### src/rtl/assert_macros.svh
// assertion helpers, clocked on i_clk and disabled while i_rst_n is low
`ifndef ASSERT_MACROS_SVH
`define ASSERT_MACROS_SVH

// same-cycle implication
`define ASSERT_IMPL(label, ante, cons) \
    label: assert property (@(posedge i_clk) disable iff (!i_rst_n) (ante) |-> (cons)) \
        else $error("assertion failed");

// next-cycle implication
`define ASSERT_NEXT(label, ante, cons) \
    label: assert property (@(posedge i_clk) disable iff (!i_rst_n) (ante) |=> (cons)) \
        else $error("assertion failed");

`endif

### src/rtl/ctp_pkg.sv
package ctp_pkg;

    typedef struct packed {
        logic [7:0] char_code;
        logic       last_char;
    } t_in_word;

    typedef struct packed {
        logic [4:0] hour_value;
        logic [5:0] minute_value;
        logic       time_ok;
        logic [2:0] error_code;
    } t_out_word;

    typedef enum logic [4:0] {
        PH_HOUR1  = 5'b00001,
        PH_HOUR2  = 5'b00010,
        PH_AFTER2 = 5'b00100,
        PH_MINUTE = 5'b01000,
        PH_IGNORE = 5'b10000
    } t_phase;

    localparam logic [2:0] ERR_NONE     = 3'd0;
    localparam logic [2:0] ERR_HOUR     = 3'd1;
    localparam logic [2:0] ERR_MINUTE   = 3'd2;
    localparam logic [2:0] ERR_MIDNIGHT = 3'd3;
    localparam logic [2:0] ERR_NOON     = 3'd4;
    localparam logic [2:0] ERR_COLON    = 3'd5;
    localparam logic [2:0] ERR_DIGIT    = 3'd6;

    localparam logic [7:0] CH_0     = 8'h30;
    localparam logic [7:0] CH_9     = 8'h39;
    localparam logic [7:0] CH_COLON = 8'h3A;
    localparam logic [7:0] CH_A     = 8'h41;
    localparam logic [7:0] CH_M     = 8'h4D;
    localparam logic [7:0] CH_N     = 8'h4E;
    localparam logic [7:0] CH_P     = 8'h50;

    localparam logic [6:0] ACC_MAX   = 7'd127;
    localparam logic [6:0] NOON_HOUR = 7'd12;
    localparam logic [6:0] HOUR_MAX  = 7'd23;
    localparam logic [6:0] MIN_MAX   = 7'd59;

endpackage

### src/rtl/clock_time_text_parser.sv
// Parses a clock time token such as "9", "7:05P", "12:30" or "12:00M", one upper-case
// character per word with last_char on the final one, and returns one result word per
// token: hour in 24-hour form, minute, an ok flag and an error code (the first error
// found wins; hour and minute read as zero on error). A new character is taken every
// cycle while no final character waits in the input register; a character passes an
// input register and the parse logic, and the result is written to the output register
// as the final character leaves the input register, which waits while an earlier
// result still waits to be taken. Non-final characters keep flowing while a finished
// result waits; only a final character waits for the output register to free.
`include "assert_macros.svh"

module clock_time_text_parser (
    input  logic                 i_clk,
    input  logic                 i_rst_n,
    input  logic                 i_in_valid,
    output logic                 o_in_ready,
    input  ctp_pkg::t_in_word    i_in_word,
    output logic                 o_out_valid,
    input  logic                 i_out_ready,
    output ctp_pkg::t_out_word   o_out_word
);
    import ctp_pkg::*;

    logic      r_in_valid;
    t_in_word  r_in_word;
    logic      r_out_valid;
    t_out_word r_out_word;

    t_phase     r_phase, n_phase;
    logic [6:0] r_hour, n_hour;
    logic [6:0] r_min, n_min;
    logic [2:0] r_err, n_err;
    logic       r_skip, n_skip;

    logic        proc_fire;
    logic [7:0]  ch;
    logic        is_dig;
    logic [3:0]  dig;
    logic [10:0] hour_mac;
    logic [10:0] min_mac;
    logic [6:0]  hour_sat;
    logic [6:0]  min_sat;
    logic [2:0]  res_code;
    t_out_word   res_word;

    // a non-final character never needs the output register
    assign proc_fire   = r_in_valid &&
                         (!r_in_word.last_char || !r_out_valid || i_out_ready);
    assign o_in_ready  = !r_in_valid || proc_fire;
    assign o_out_valid = r_out_valid;
    assign o_out_word  = r_out_word;

    assign ch       = r_in_word.char_code;
    assign is_dig   = (ch >= CH_0) && (ch <= CH_9);
    assign dig      = 4'(ch - CH_0);
    assign hour_mac = {4'b0, r_hour} * 11'd10 + {7'b0, dig};
    assign min_mac  = {4'b0, r_min} * 11'd10 + {7'b0, dig};
    assign hour_sat = (hour_mac > {4'b0, ACC_MAX}) ? ACC_MAX : hour_mac[6:0];
    assign min_sat  = (min_mac > {4'b0, ACC_MAX}) ? ACC_MAX : min_mac[6:0];

    always_comb begin
        n_phase = r_phase;
        n_hour  = r_hour;
        n_min   = r_min;
        n_err   = r_err;
        n_skip  = r_skip;
        unique case (r_phase)
            PH_HOUR1: begin
                if (!is_dig) begin
                    n_err   = ERR_DIGIT;
                    n_phase = PH_IGNORE;
                end else begin
                    n_hour  = {3'b0, dig};
                    n_phase = PH_HOUR2;
                end
            end
            PH_HOUR2: begin
                priority if (ch == CH_P) begin
                    n_hour  = r_hour + NOON_HOUR;
                    n_phase = PH_MINUTE;
                end else if (ch == CH_A || ch == CH_COLON) begin
                    n_phase = PH_MINUTE;
                end else if (!is_dig) begin
                    n_err   = ERR_DIGIT;
                    n_phase = PH_IGNORE;
                end else begin
                    n_hour  = hour_sat;
                    n_phase = PH_AFTER2;
                end
            end
            PH_AFTER2: begin
                priority if (ch == CH_M) begin
                    n_err   = ERR_MIDNIGHT;
                    n_phase = PH_IGNORE;
                end else if (ch == CH_N) begin
                    n_err   = ERR_NOON;
                    n_phase = PH_IGNORE;
                end else if (ch == CH_P) begin
                    if (r_hour < NOON_HOUR) n_hour = r_hour + NOON_HOUR;
                    n_phase = PH_MINUTE;
                end else if (ch == CH_A) begin
                    if (r_hour == NOON_HOUR) n_hour = '0;
                    n_phase = PH_MINUTE;
                end else if (ch == CH_COLON) begin
                    n_phase = PH_MINUTE;
                end else begin
                    n_err   = ERR_COLON;
                    n_phase = PH_IGNORE;
                end
            end
            PH_MINUTE: begin
                priority if (ch == CH_P) begin
                    if (r_hour < NOON_HOUR) n_hour = r_hour + NOON_HOUR;
                    n_phase = PH_IGNORE;
                end else if (ch == CH_A) begin
                    if (r_hour == NOON_HOUR) n_hour = '0;
                    n_phase = PH_IGNORE;
                end else if (ch == CH_M || ch == CH_N) begin
                    // only hour 12 with minute zero may carry midnight or noon
                    if (r_hour == NOON_HOUR && r_min == '0) begin
                        if (ch == CH_M) n_hour = '0;
                        n_skip = 1'b1;
                    end else begin
                        n_err = (ch == CH_M) ? ERR_MIDNIGHT : ERR_NOON;
                    end
                    n_phase = PH_IGNORE;
                end else if (!is_dig) begin
                    n_err   = ERR_DIGIT;
                    n_phase = PH_IGNORE;
                end else begin
                    n_min = min_sat;
                end
            end
            PH_IGNORE: begin
            end
            default: begin
            end
        endcase
    end

    always_comb begin
        res_code = n_err;
        if (n_err == ERR_NONE && !n_skip) begin
            priority if (n_hour > HOUR_MAX) res_code = ERR_HOUR;
            else if (n_min > MIN_MAX) res_code = ERR_MINUTE;
            else res_code = ERR_NONE;
        end
        res_word.error_code   = res_code;
        res_word.time_ok      = (res_code == ERR_NONE);
        res_word.hour_value   = (res_code == ERR_NONE) ? n_hour[4:0] : '0;
        res_word.minute_value = (res_code == ERR_NONE) ? n_min[5:0] : '0;
    end

    always_ff @(posedge i_clk) begin
        if (!i_rst_n) begin
            r_in_valid  <= 1'b0;
            r_out_valid <= 1'b0;
            r_phase     <= PH_HOUR1;
            r_hour      <= '0;
            r_min       <= '0;
            r_err       <= ERR_NONE;
            r_skip      <= 1'b0;
        end else begin
            if (i_in_valid && o_in_ready) begin
                r_in_valid <= 1'b1;
            end else if (proc_fire) begin
                r_in_valid <= 1'b0;
            end

            if (proc_fire && r_in_word.last_char) begin
                r_out_valid <= 1'b1;
            end else if (i_out_ready) begin
                r_out_valid <= 1'b0;
            end

            if (proc_fire) begin
                if (r_in_word.last_char) begin
                    r_phase <= PH_HOUR1;
                    r_hour  <= '0;
                    r_min   <= '0;
                    r_err   <= ERR_NONE;
                    r_skip  <= 1'b0;
                end else begin
                    r_phase <= n_phase;
                    r_hour  <= n_hour;
                    r_min   <= n_min;
                    r_err   <= n_err;
                    r_skip  <= n_skip;
                end
            end
        end
    end

    always_ff @(posedge i_clk) begin
        if (i_in_valid && o_in_ready) r_in_word <= i_in_word;
        if (proc_fire && r_in_word.last_char) r_out_word <= res_word;
    end

    `ASSERT_IMPL(a_ok_in_range, r_out_valid && r_out_word.time_ok,
        r_out_word.error_code == ERR_NONE && r_out_word.hour_value <= 5'd23 &&
        r_out_word.minute_value <= 6'd59)
    `ASSERT_IMPL(a_err_zeroes, r_out_valid && !r_out_word.time_ok,
        r_out_word.error_code != ERR_NONE && r_out_word.hour_value == '0 &&
        r_out_word.minute_value == '0)
    `ASSERT_IMPL(a_result_from_last, $rose(r_out_valid),
        $past(proc_fire && r_in_word.last_char))
    `ASSERT_NEXT(a_clear_after_last, proc_fire && r_in_word.last_char,
        r_phase == PH_HOUR1 && r_err == ERR_NONE && !r_skip)
    `ASSERT_IMPL(a_skip_no_err, r_skip, r_err == ERR_NONE && r_phase == PH_IGNORE)

endmodule
### config.mk
export PLATFORM = sky130hd
export DESIGN_NAME = clock_time_text_parser
export DESIGN_NICKNAME = d
export VERILOG_FILES = /design/src/rtl/ctp_pkg.sv /design/src/rtl/clock_time_text_parser.sv
export VERILOG_INCLUDE_DIRS = /design/src /design/src/rtl
export SDC_FILE = /design/constraint.sdc
export NUM_CORES = 1
export LEC_CHECK = 0
export ABC_AREA = 1
export ABC_CLOCK_PERIOD_IN_PS = 2850
export BUFFER_PORTS_ARGS = -buffer_cell sky130_fd_sc_hd__buf_2
export CORE_UTILIZATION = 35
export DETAILED_ROUTE_END_ITERATION = 7
export SLEW_MARGIN = 20
export SYNTH_ARGS = -nofsm -noshare
export SYNTH_HDL_FRONTEND = slang
export SYNTH_SLANG_ARGS = --single-unit
### constraint.sdc
create_clock -name i_clk -period 2.85 [get_ports i_clk]
set_clock_uncertainty 0.1 [all_clocks]
set_input_delay 0.4275 -clock i_clk [delete_from_list [all_inputs] [get_ports i_clk]]
set_output_delay 0.4275 -clock i_clk [all_outputs]
set_load 0.01 [all_outputs]
# Yosys cells after proc, flatten, opt, wreduce, memory -nomap -nowiden
# Index checks and enable logic that the tools add are counted.
[classes]
addsub = 4
n_mux = 68
n_mul = 2
eq_ne = 11
magnitude_cmp = 7
n_reduce_logical = 22
[op_table]
columns = ["cell", "count"]
rows = [
  ["2-to-1 mux 7 bit", 24],
  ["2-to-1 mux 5 bit", 14],
  ["2-to-1 mux 3 bit", 15],
  ["== test 8 x 7 -> 1 bit (second input constant)", 4],
  ["one-hot mux 7 bit (4 select lines)", 1],
  ["adder 11 x 4 -> 11 bit", 2],
  ["greater-than comparator 11 x 7 -> 1 bit (second input constant)", 2],
  ["multiplier 7 x 3 -> 10 bit (second input constant)", 2],
  ["one-hot mux 5 bit (4 select lines)", 1],
  ["one-hot mux 3 bit (4 select lines)", 1],
  ["2-to-1 mux 1 bit", 10],
  ["== test 8 x 6 -> 1 bit (second input constant)", 1],
  [">= comparator 8 x 6 -> 1 bit (second input constant)", 1],
  ["less-or-equal comparator 8 x 6 -> 1 bit (second input constant)", 1],
  ["adder 7 x 4 -> 7 bit (second input constant)", 1],
  ["== test 7 x 4 -> 1 bit (second input constant)", 1],
  ["greater-than comparator 7 x 5 -> 1 bit (second input constant)", 1],
  ["greater-than comparator 7 x 6 -> 1 bit (second input constant)", 1],
  ["zero test 7 bit", 1],
  ["less-than comparator 7 x 4 -> 1 bit (second input constant)", 1],
  ["logical AND 1 bit", 6],
  ["zero test 3 bit", 2],
  ["!= test 6 bit (second input constant)", 1],
  ["== test 5 x 1 -> 1 bit (second input constant)", 1],
  ["10 further kinds", 19],
]
[totals]
wordCells = 127
out_inout_bits = 17
regBits = 49

# Depth between registers and ports, before layout
# Gate-level depths: netlist of run 1.
[logic_depth]
depth_word = 14
ltp_mapped = 23

# Worst setup path before layout of run 1
# OpenSTA, ideal clock, no wires.
[synth_timing]
path_kind = "reg-to-reg"
from = "register r_hour[3]"
to = "register r_out_word, in the netlist o_out_word[4] (data pin)"
setup_slack_ps = -259
arrival_time_ps = 2751
required_ps = 2491
n_path_buf = 1
path_stages_with_launch = 21
path_cell_list = "dfxtp_1 -> ha_1 -> ha_1 -> fa_1 -> xor2_1 -> nand3_1 -> inv_1 -> nand2_1 -> nand2_1 -> nor2_4 -> nand3_1 -> nand2_1 -> nand2_1 -> nand2_1 -> a21oi_1 -> nand2_1 -> nand2_1 -> nand2_1 -> nand3_2 -> buf_6 -> nor2_2"
[synth_between]
elab_chain_len = 12
[synth_rtl]
columns = ["item", "line_no", "text"]
rows = [
  ["start: declaration", "clock_time_text_parser.sv:30", "logic [6:0] r_hour, n_hour;"],
  ["start signal: assignment", "clock_time_text_parser.sv:185", "r_hour <= n_hour;"],
  ["multiplier 7 x 3 -> 10 bit", "clock_time_text_parser.sv:56", "assign hour_mac = {4'b0, r_hour} * 11'd10 + {7'b0, dig};"],
  ["adder 11 x 4 -> 11 bit", "clock_time_text_parser.sv:56", ""],
  ["greater-than comparator 11 x 7 -> 1 bit", "clock_time_text_parser.sv:58", "assign hour_sat = (hour_mac > {4'b0, ACC_MAX}) ? ACC_MAX : hour_mac[6:0];"],
  ["2-to-1 mux 7 bit", "clock_time_text_parser.sv:58", ""],
  ["2-to-1 mux 7 bit", "clock_time_text_parser.sv:83", "end else if (!is_dig) begin"],
  ["2-to-1 mux 7 bit", "clock_time_text_parser.sv:81", "end else if (ch == CH_A || ch == CH_COLON) begin"],
  ["2-to-1 mux 7 bit", "clock_time_text_parser.sv:78", "priority if (ch == CH_P) begin"],
  ["one-hot mux 7 bit (4 select lines)", "clock_time_text_parser.sv:67", "unique case (r_phase)"],
  ["greater-than comparator 7 x 5 -> 1 bit", "clock_time_text_parser.sv:144", "priority if (n_hour > HOUR_MAX) res_code = ERR_HOUR;"],
  ["2-to-1 mux 2 bit", "clock_time_text_parser.sv:144", ""],
  ["2-to-1 mux 3 bit (*)", "clock_time_text_parser.sv:143", "if (n_err == ERR_NONE && !n_skip) begin"],
  ["zero test 3 bit (*)", "clock_time_text_parser.sv:151", "res_word.minute_value = (res_code == ERR_NONE) ? n_min[5:0] : '0;"],
  ["end signal: assignment", "clock_time_text_parser.sv:196", "if (proc_fire && r_in_word.last_char) r_out_word <= res_word;"],
  ["end: declaration", "clock_time_text_parser.sv:27", "t_out_word r_out_word;"],
]
# Mark *: on every way between the ends. The rest lies on a longest branch, timed or not.
# A chain may end at the register's enable or synchronous reset.

# Worst setup path in the final report of run 1
[layout_timing]
from = "register r_min[1]"
to = "register r_out_word, in the netlist o_out_word[13] (data pin)"
[layout_between]
elab_chain_len = 14
[layout_rtl]
columns = ["item", "line_no", "text"]
rows = [
  ["start: declaration", "clock_time_text_parser.sv:31", "logic [6:0] r_min, n_min;"],
  ["start signal: assignment", "clock_time_text_parser.sv:186", "r_min <= n_min;"],
  ["multiplier 7 x 3 -> 10 bit", "clock_time_text_parser.sv:57", "assign min_mac = {4'b0, r_min} * 11'd10 + {7'b0, dig};"],
  ["adder 11 x 4 -> 11 bit", "clock_time_text_parser.sv:57", ""],
  ["greater-than comparator 11 x 7 -> 1 bit", "clock_time_text_parser.sv:59", "assign min_sat = (min_mac > {4'b0, ACC_MAX}) ? ACC_MAX : min_mac[6:0];"],
  ["2-to-1 mux 7 bit", "clock_time_text_parser.sv:59", ""],
  ["2-to-1 mux 7 bit", "clock_time_text_parser.sv:127", "end else if (!is_dig) begin"],
  ["2-to-1 mux 7 bit", "clock_time_text_parser.sv:118", "end else if (ch == CH_M || ch == CH_N) begin"],
  ["2-to-1 mux 7 bit", "clock_time_text_parser.sv:115", "end else if (ch == CH_A) begin"],
  ["2-to-1 mux 7 bit", "clock_time_text_parser.sv:112", "priority if (ch == CH_P) begin"],
  ["2-to-1 mux 7 bit", "clock_time_text_parser.sv:67", ""],
  ["greater-than comparator 7 x 6 -> 1 bit", "clock_time_text_parser.sv:145", "else if (n_min > MIN_MAX) res_code = ERR_MINUTE;"],
  ["2-to-1 mux 2 bit", "clock_time_text_parser.sv:145", ""],
  ["2-to-1 mux 2 bit", "clock_time_text_parser.sv:144", ""],
  ["2-to-1 mux 3 bit", "clock_time_text_parser.sv:143", ""],
  ["zero test 3 bit", "clock_time_text_parser.sv:150", "res_word.hour_value = (res_code == ERR_NONE) ? n_hour[4:0] : '0;"],
]
# Several ways; a longest one is shown, not always the timed one.

==> results.json, run 1 <==
{
  "clock-sinks": 49,
  "synth_edf_count": 24,
  "grt_pass1_vias": 3564,
  "cpPeakStageDelay_ps": 550,
  "vias": 3879,
  "first_pass_iters": 4,
  "final_area_mm2": 0.005026,
  "synth_top_area_cell": "edfxtp_1",
  "dp.cells": 759,
  "crit_slowest_cell": "fa_2",
  "reg2reg_depth": 19,
  "status": "finished, violations left",
  "seqPwrFrac": 0.538,
  "synthArstFlopShare": 0,
  "slew_headroom": 0.4884,
  "cts-buffers-inserted": 5,
  "r2r_slack_ps": -160,
  "dpl_cell_area_mm2": 0.004614,
  "synth_nets": 594,
  "die_x_um": 107.4,
  "ios": 30,
  "n_antenna_cell": 0,
  "syn2layout_area_growth_pct": 29.25,
  "p_total_mw": 1.429,
  "synth.avg_cell_area_um2": 7.083,
  "hold_ws_ps": 173.3,
  "hold_violations": 0,
  "synthTopCellsByArea": "edfxtp_1 (19%), nand2_1 (14%), dfxtp_1 (13%)",
  "grt_pass1_wl_mm": 16.85,
  "insertion_delay_ps": 320,
  "min_period_ps": 3009,
  "stdcell_count": 778,
  "port_buffers": 29,
  "cts.clk_slew.worst_paths_ps": 100,
  "period_share": 1.056,
  "antenna_found_initial": 0,
  "cp_data_arrival_time_ps": 3090,
  "syn_area_mm2": 0.003889,
  "grt-ovfl-total": 0,
  "setup_violations": 14,
  "ys_types": 42,
  "synth_cells": 549,
  "clk_path_buf_depth": 2,
  "core_mm2": 0.01084,
  "initial_utilization": 0.3587,
  "htree_levels": 2,
  "rows": 38,
  "drtIter0Drc": 247,
  "holdPathStages": 1,
  "slew_violations": 0,
  "cts_tree": "built",
  "hp-start": "i_in_word[0]",
  "vias_per_cell": 4.986,
  "place_ws_ps": -354.0,
  "p_sw_frac": 0.2892,
  "p_switching_mw": 0.4133,
  "internal_power_mw": 1.016,
  "fmax_mhz": 332.3,
  "ant_nets": 0,
  "routed_wl_mm": 10.40,
  "required_ps": 2930,
  "place.gp.congestion": 0.9165,
  "rsz0062_at_grt": "yes",
  "clockRootBuffer": "clkbuf_8",
  "grt_max_degree": 23,
  "die_y_um": 107.4,
  "path_max_fanout": 6,
  "yosys-top-cells-count": "nand2_1 (145), inv_1 (67), nor2_1 (48)",
  "wire_per_inst_um": 13.37,
  "synthFlopType": "dfxtp_1",
  "drv_cap": 0,
  "cp_common_cell": "nand2_1",
  "dp_hpwl_mm": 7.946,
  "worstSetupPathType": "register to register",
  "nets": 682,
  "die_area_mm2": 0.01154,
  "p_leak_nw": 2.343,
  "combPwrFrac": 0.165,
  "hold_class": "input port to register",
  "track_usage": 0.1837,
  "cp-start-kind": "register",
  "drc": 0,
  "min_to": "r_in_word[0]$_DFFE_PP_",
  "worst_slew_pin_slew_ps": 766.6,
  "path_cells": "ha_4, ha_4, fa_2, nand3_2, nor2_2, nand2_1, nand2_1, nand2_2, nor2_4, nand3b_1, nand2_1, nor2_1, nand2_1, nand2_1, nand2_1, clkinv_2, nand3_4, nand3_4, nor2_2",
  "synth_top_area_share": 0.1853,
  "yosysMostFrequentCell": "nand2_1",
  "drive_gt1_frac": 0.3245,
  "p_per_area_mw_per_mm2": 284.3,
  "worstReg2RegStart": "r_min[1]$_SDFFE_PN0P_",
  "fin_ws_ps": -159.3,
  "end_kind": "register",
  "peakVddDrop_uv": 163.3,
  "synth-seq-cells": 49,
  "timing.rr.end": "o_out_word[13]$_SDFFCE_PP0P_",
  "violations": "setup timing",
  "synth.yosys.warnings": 0,
  "clkPwrFrac": 0.297,
  "ys_seq_area_frac": 0.3140
}
[worst max-delay path by stage]
stage | endpoint | depth (start not counted) | slack, ps | start
global route | o_out_word[13]$_SDFFCE_PP0P_ | 19 | -350 | r_min[1]$_SDFFE_PN0P_
global placement | o_out_word[13]$_SDFFCE_PP0P_ | 22 | -290 | r_min[3]$_SDFFE_PN0P_
floorplan | o_out_word[4]$_SDFFCE_PP0P_ | 19 | -10 | r_hour[1]$_SDFFE_PN0P_
CTS | o_out_word[9]$_SDFFCE_PP0P_ | 19 | -110 | r_min[1]$_SDFFE_PN0P_
finish | o_out_word[13]$_SDFFCE_PP0P_ | 19 | -160 | r_min[1]$_SDFFE_PN0P_
detailed placement | o_out_word[7]$_SDFFCE_PP0P_ | 22 | -350 | r_min[3]$_SDFFE_PN0P_
[state kept, by name, summed over array words and instances (netlist names)]
signal and count:
o_out_valid 1, ch 8, o_out_word 15, r_in_word 1, r_err 3, r_in_valid 1
r_skip 1, r_phase 5, r_hour 7, r_min 7
[worst max-delay path, delay by kind of cell, from the launching register on]
family	cells	cell delay (ps)
fa+ha+maj	3	950
simple gates	15	1410
flops	1	360
buf+inv	1	70
[layout by cell type (no fill, tap or decap), types with 4 or more instances in the layout]
cell type,netlist,final
nand2_1,145,129
inv_1,67,66
buf_4,0,58
nor2_1,48,43
nand3_1,47,37
a21oi_1,41,36
buf_2,2,29
edfxtp_1,24,24
ha_1,28,20
nor2_2,16,19
nand2_2,5,19
dfxtp_1,25,18
nand3_2,5,13
inv_2,11,12
o21ai_0,12,11
o21ai_1,8,8
ha_4,0,8
a21oi_2,3,7
nand4_1,6,6
nor2_4,3,5
xor2_1,6,5
clkbuf_8,0,5
xnor2_1,5,4
nand2_4,2,4
dfxtp_4,0,4
[cell type report]
class	instances	area, um^2
Timing Repair Buffer	88	591.8
Sequential cell	49	1240
Clock inverter	2	13.76
Inverter	82	312.8
Tap cell	140	175.2
Multi-Input combinational cell	411	2620
Fill cell	1081	5814
Clock buffer	6	72.57
[power groups by stage]
| stage | combinational (mW) | clock [mW] | sequential, mW |
|---|---|---|---|
| floorplan | 0.141 | 0 | 0.789 |
| global placement | 0.210 | 0 | 0.786 |
| detailed placement | 0.214 | 0 | 0.786 |
| CTS | 0.229 | 0.432 | 0.769 |
| global route | 0.261 | 0.461 | 0.772 |
| finish | 0.235 | 0.425 | 0.769 |
[metrics by stage]
stage | setup TNS, ps | utilization
floorplan | -53.00 | -
CTS | -1393 | 0.4521
global route | -4197 | 0.4636
global placement | -3533 | 0.4257
finish | -1721 | 0.4636
detailed placement | -4285 | 0.4257
[cells by family (layout without fill, tap and decap cells)]
kind of cell	count (synthesis)	count (layout)	synth area share
flip-flops	49	49	0.3140
AO/OA/AOI/OAI	79	79	0.1155
adder cells (fa/ha/maj)	32	32	0.1107
XOR/XNOR	11	11	0.02477
AND/OR/NAND/NOR	288	289	0.3427
buffers and inverters	90	178	0.09234
[timing repair]
action                                  CTS  global route
cloned                                    1             0
gates resized for setup                  29            26
buffers inserted                          6             6
pin swaps                                16            15
endpoints found under the setup margin   14            20
hold buffers                              0             0
[per-layer routing]
metal	wire [um]	part of all wire	up-vias	track usage
li1	-	-	1973	-
met1	4732	0.46	1774	0.2454
met2	4857	0.47	103	0.3037
met3	470	0.045	29	0.02845
met4	339	0.033	0	0.05577
met5	0	0	-	0
(Power assumes the default switching activity.)
==> inputs of run 2 (changes only) <==
--- a/config.mk
+++ b/config.mk
@@ -9,6 +9,7 @@
 export ABC_AREA = 1
 export ABC_CLOCK_PERIOD_IN_PS = 2850
 export BUFFER_PORTS_ARGS = -buffer_cell sky130_fd_sc_hd__buf_2
+export CORE_MARGIN = 3
 export CORE_UTILIZATION = 35
 export DETAILED_ROUTE_END_ITERATION = 7
 export SLEW_MARGIN = 20
==> run 2 against run 1 <==
Worst setup slack worse by 65 ps. The run still ends with setup timing left. Die area up 7.6%. Worst hold slack better by 15 ps. Combinational power is 3% higher. Power is 13% higher. Sequential cell count did not move. Non-clock buffer count increased by 10.
==> results.json, run 2 (synthesized netlist as in run 1, its figures left out) <==
{
  "status": "finished, violations left",
  "violations": "setup timing",
  "insertion_delay_ps": 310,
  "worstReg2RegStart": "r_min[1]$_SDFFE_PN0P_",
  "place.gp.congestion": 0.9450,
  "routed_wl_mm": 10.77,
  "grt_pass1_vias": 3758,
  "first_pass_iters": 6,
  "fmax_mhz": 325.3,
  "antenna_found_initial": 0,
  "slew_violations": 0,
  "clockRootBuffer": "clkbuf_8",
  "cp_data_arrival_time_ps": 3150,
  "largest_reg_flops": 15,
  "min_period_ps": 3074,
  "core_mm2": 0.01056,
  "ant_nets": 0,
  "cp-start-kind": "register",
  "p_leak_nw": 2.397,
  "setup_violations": 14,
  "end_kind": "register",
  "clock-sinks": 49,
  "cts.clk_slew.worst_paths_ps": 100,
  "fin_ws_ps": -224.4,
  "cts-buffers-inserted": 5,
  "wire_per_inst_um": 13.75,
  "initial_utilization": 0.3684,
  "period_share": 1.079,
  "dp_hpwl_mm": 8.010,
  "drv_cap": 0,
  "ios": 30,
  "slew_headroom": 0.4904,
  "layout_common_cells": "nand2_1 (136), inv_1 (66), buf_4 (66), nor2_1 (44), nand3_1 (39)",
  "path_max_fanout": 6,
  "worstSetupPathType": "register to register",
  "htree_levels": 2,
  "clk_path_buf_depth": 2,
  "startpoint": "r_min[1]$_SDFFE_PN0P_",
  "p_per_area_mw_per_mm2": 312.5,
  "grt_max_degree": 23,
  "cts_tree": "built",
  "port_buffers": 29,
  "layout_commonest_cell": "nand2_1",
  "die_y_um": 111.4,
  "drive_gt1_frac": 0.3246,
  "vias": 3923,
  "drtIter0Drc": 307,
  "place_ws_ps": -179.4,
  "grt-ovfl-total": 0,
  "reg2reg_depth": 22,
  "n_antenna_cell": 0,
  "holdPathStages": 1,
  "nets": 691,
  "fin_util": 0.4895,
  "track_usage": 0.1723,
  "rows": 37,
  "hold_violations": 0,
  "grt_pass1_wl_mm": 18.01,
  "r2r_slack_ps": -220,
  "required_ps": 2930,
  "syn2layout_area_growth_pct": 32.85,
  "drc": 0,
  "worst_slew_pin_slew_ps": 763.6,
  "holdBufCountCts": 0,
  "die_x_um": 111.4,
  "die_area_mm2": 0.01241,
  "vias_per_cell": 5.010,
  "hp-start": "i_in_word[0]",
  "peakVddDrop_uv": 201.5,
  "rsz0062_at_grt": "yes",
  "hold_class": "input port to register"
}
[run 2: cell count changes in the layout (fill, tap and decap cells not counted), sizes merged]
cell	delta
inv	-1
buf	+10
bufinv	+2
nand3	-1
clkbuf	-1
[run 2: through the flow]
step	setup TNS (ps)	hold WS (ps)	cell area [um^2]	power, mW	cells
finish	-2899	188.2	5166	1.614	783
global route	-5825	174.1	5166	1.689	783
floorplan	-53.00	342.8	3974	0.9299	549
CTS	-1809	182.3	5009	1.614	780
detailed placement	-2257	366.9	4614	1.006	754
global placement	-1696	354.1	4614	1.002	754
[run 2: metal layers]
layer	vias to the layer above	wire length (um)	track usage
met5	-	0	0
met4	0	207	0.05109
met3	14	501	0.01902
met2	110	5235	0.2967
met1	1812	4821	0.2283
li1	1987	-	-
[run 2: final cells by class]
type | instances | area [um^2]
clock buffers | 5 | 68.82
clock inverters | 3 | 65.06
fillers | 1028 | 5389
inverters | 82 | 312.8
multi-input cells | 410 | 2613
flip-flops and latches | 49 | 1237
well taps | 136 | 170.2
repair buffers | 98 | 699.4
[run 2: what timing repair did]
| action | CTS | global route |
|---|---|---|
| buffers inserted | 18 | 3 |
| gates resized for setup | 23 | 30 |
| pin swaps | 5 | 17 |
| setup endpoints to repair | 14 | 21 |
| cloned | 1 | 0 |
[run 2: final timing paths]
kind                             endpoint
max          o_out_word[14]$_SDFFCE_PP0P_
min                r_in_word[0]$_DFFE_PP_
max reg2reg  o_out_word[14]$_SDFFCE_PP0P_
min reg2reg       r_phase[4]$_SDFFE_PN0P_
[run 2: power breakdown]
| part | switching [mW] | internal [mW] |
|---|---|---|
| clock | 0.252 | 0.349 |
| combinational | 0.152 | 0.0906 |
| sequential | 0.0149 | 0.756 |
[run 2: critical path, stage by stage, from the launching register on]
cell and delay (ps):
dfxtp_4 360, ha_4 240, ha_4 160, fa_2 360, buf_4 140, nor2_1 130, nor2_2 70, inv_2 80
nor2_4 40, nand3_1 90, nand2_2 70, nor2_4 170, nand3b_1 120, nand2_1 110, nor2_1 50, nand2_1 50
nand2_1 50, nand2_1 80, clkinv_2 70, nand3_4 70, nand3_4 110, buf_12 170, nor2_4 70
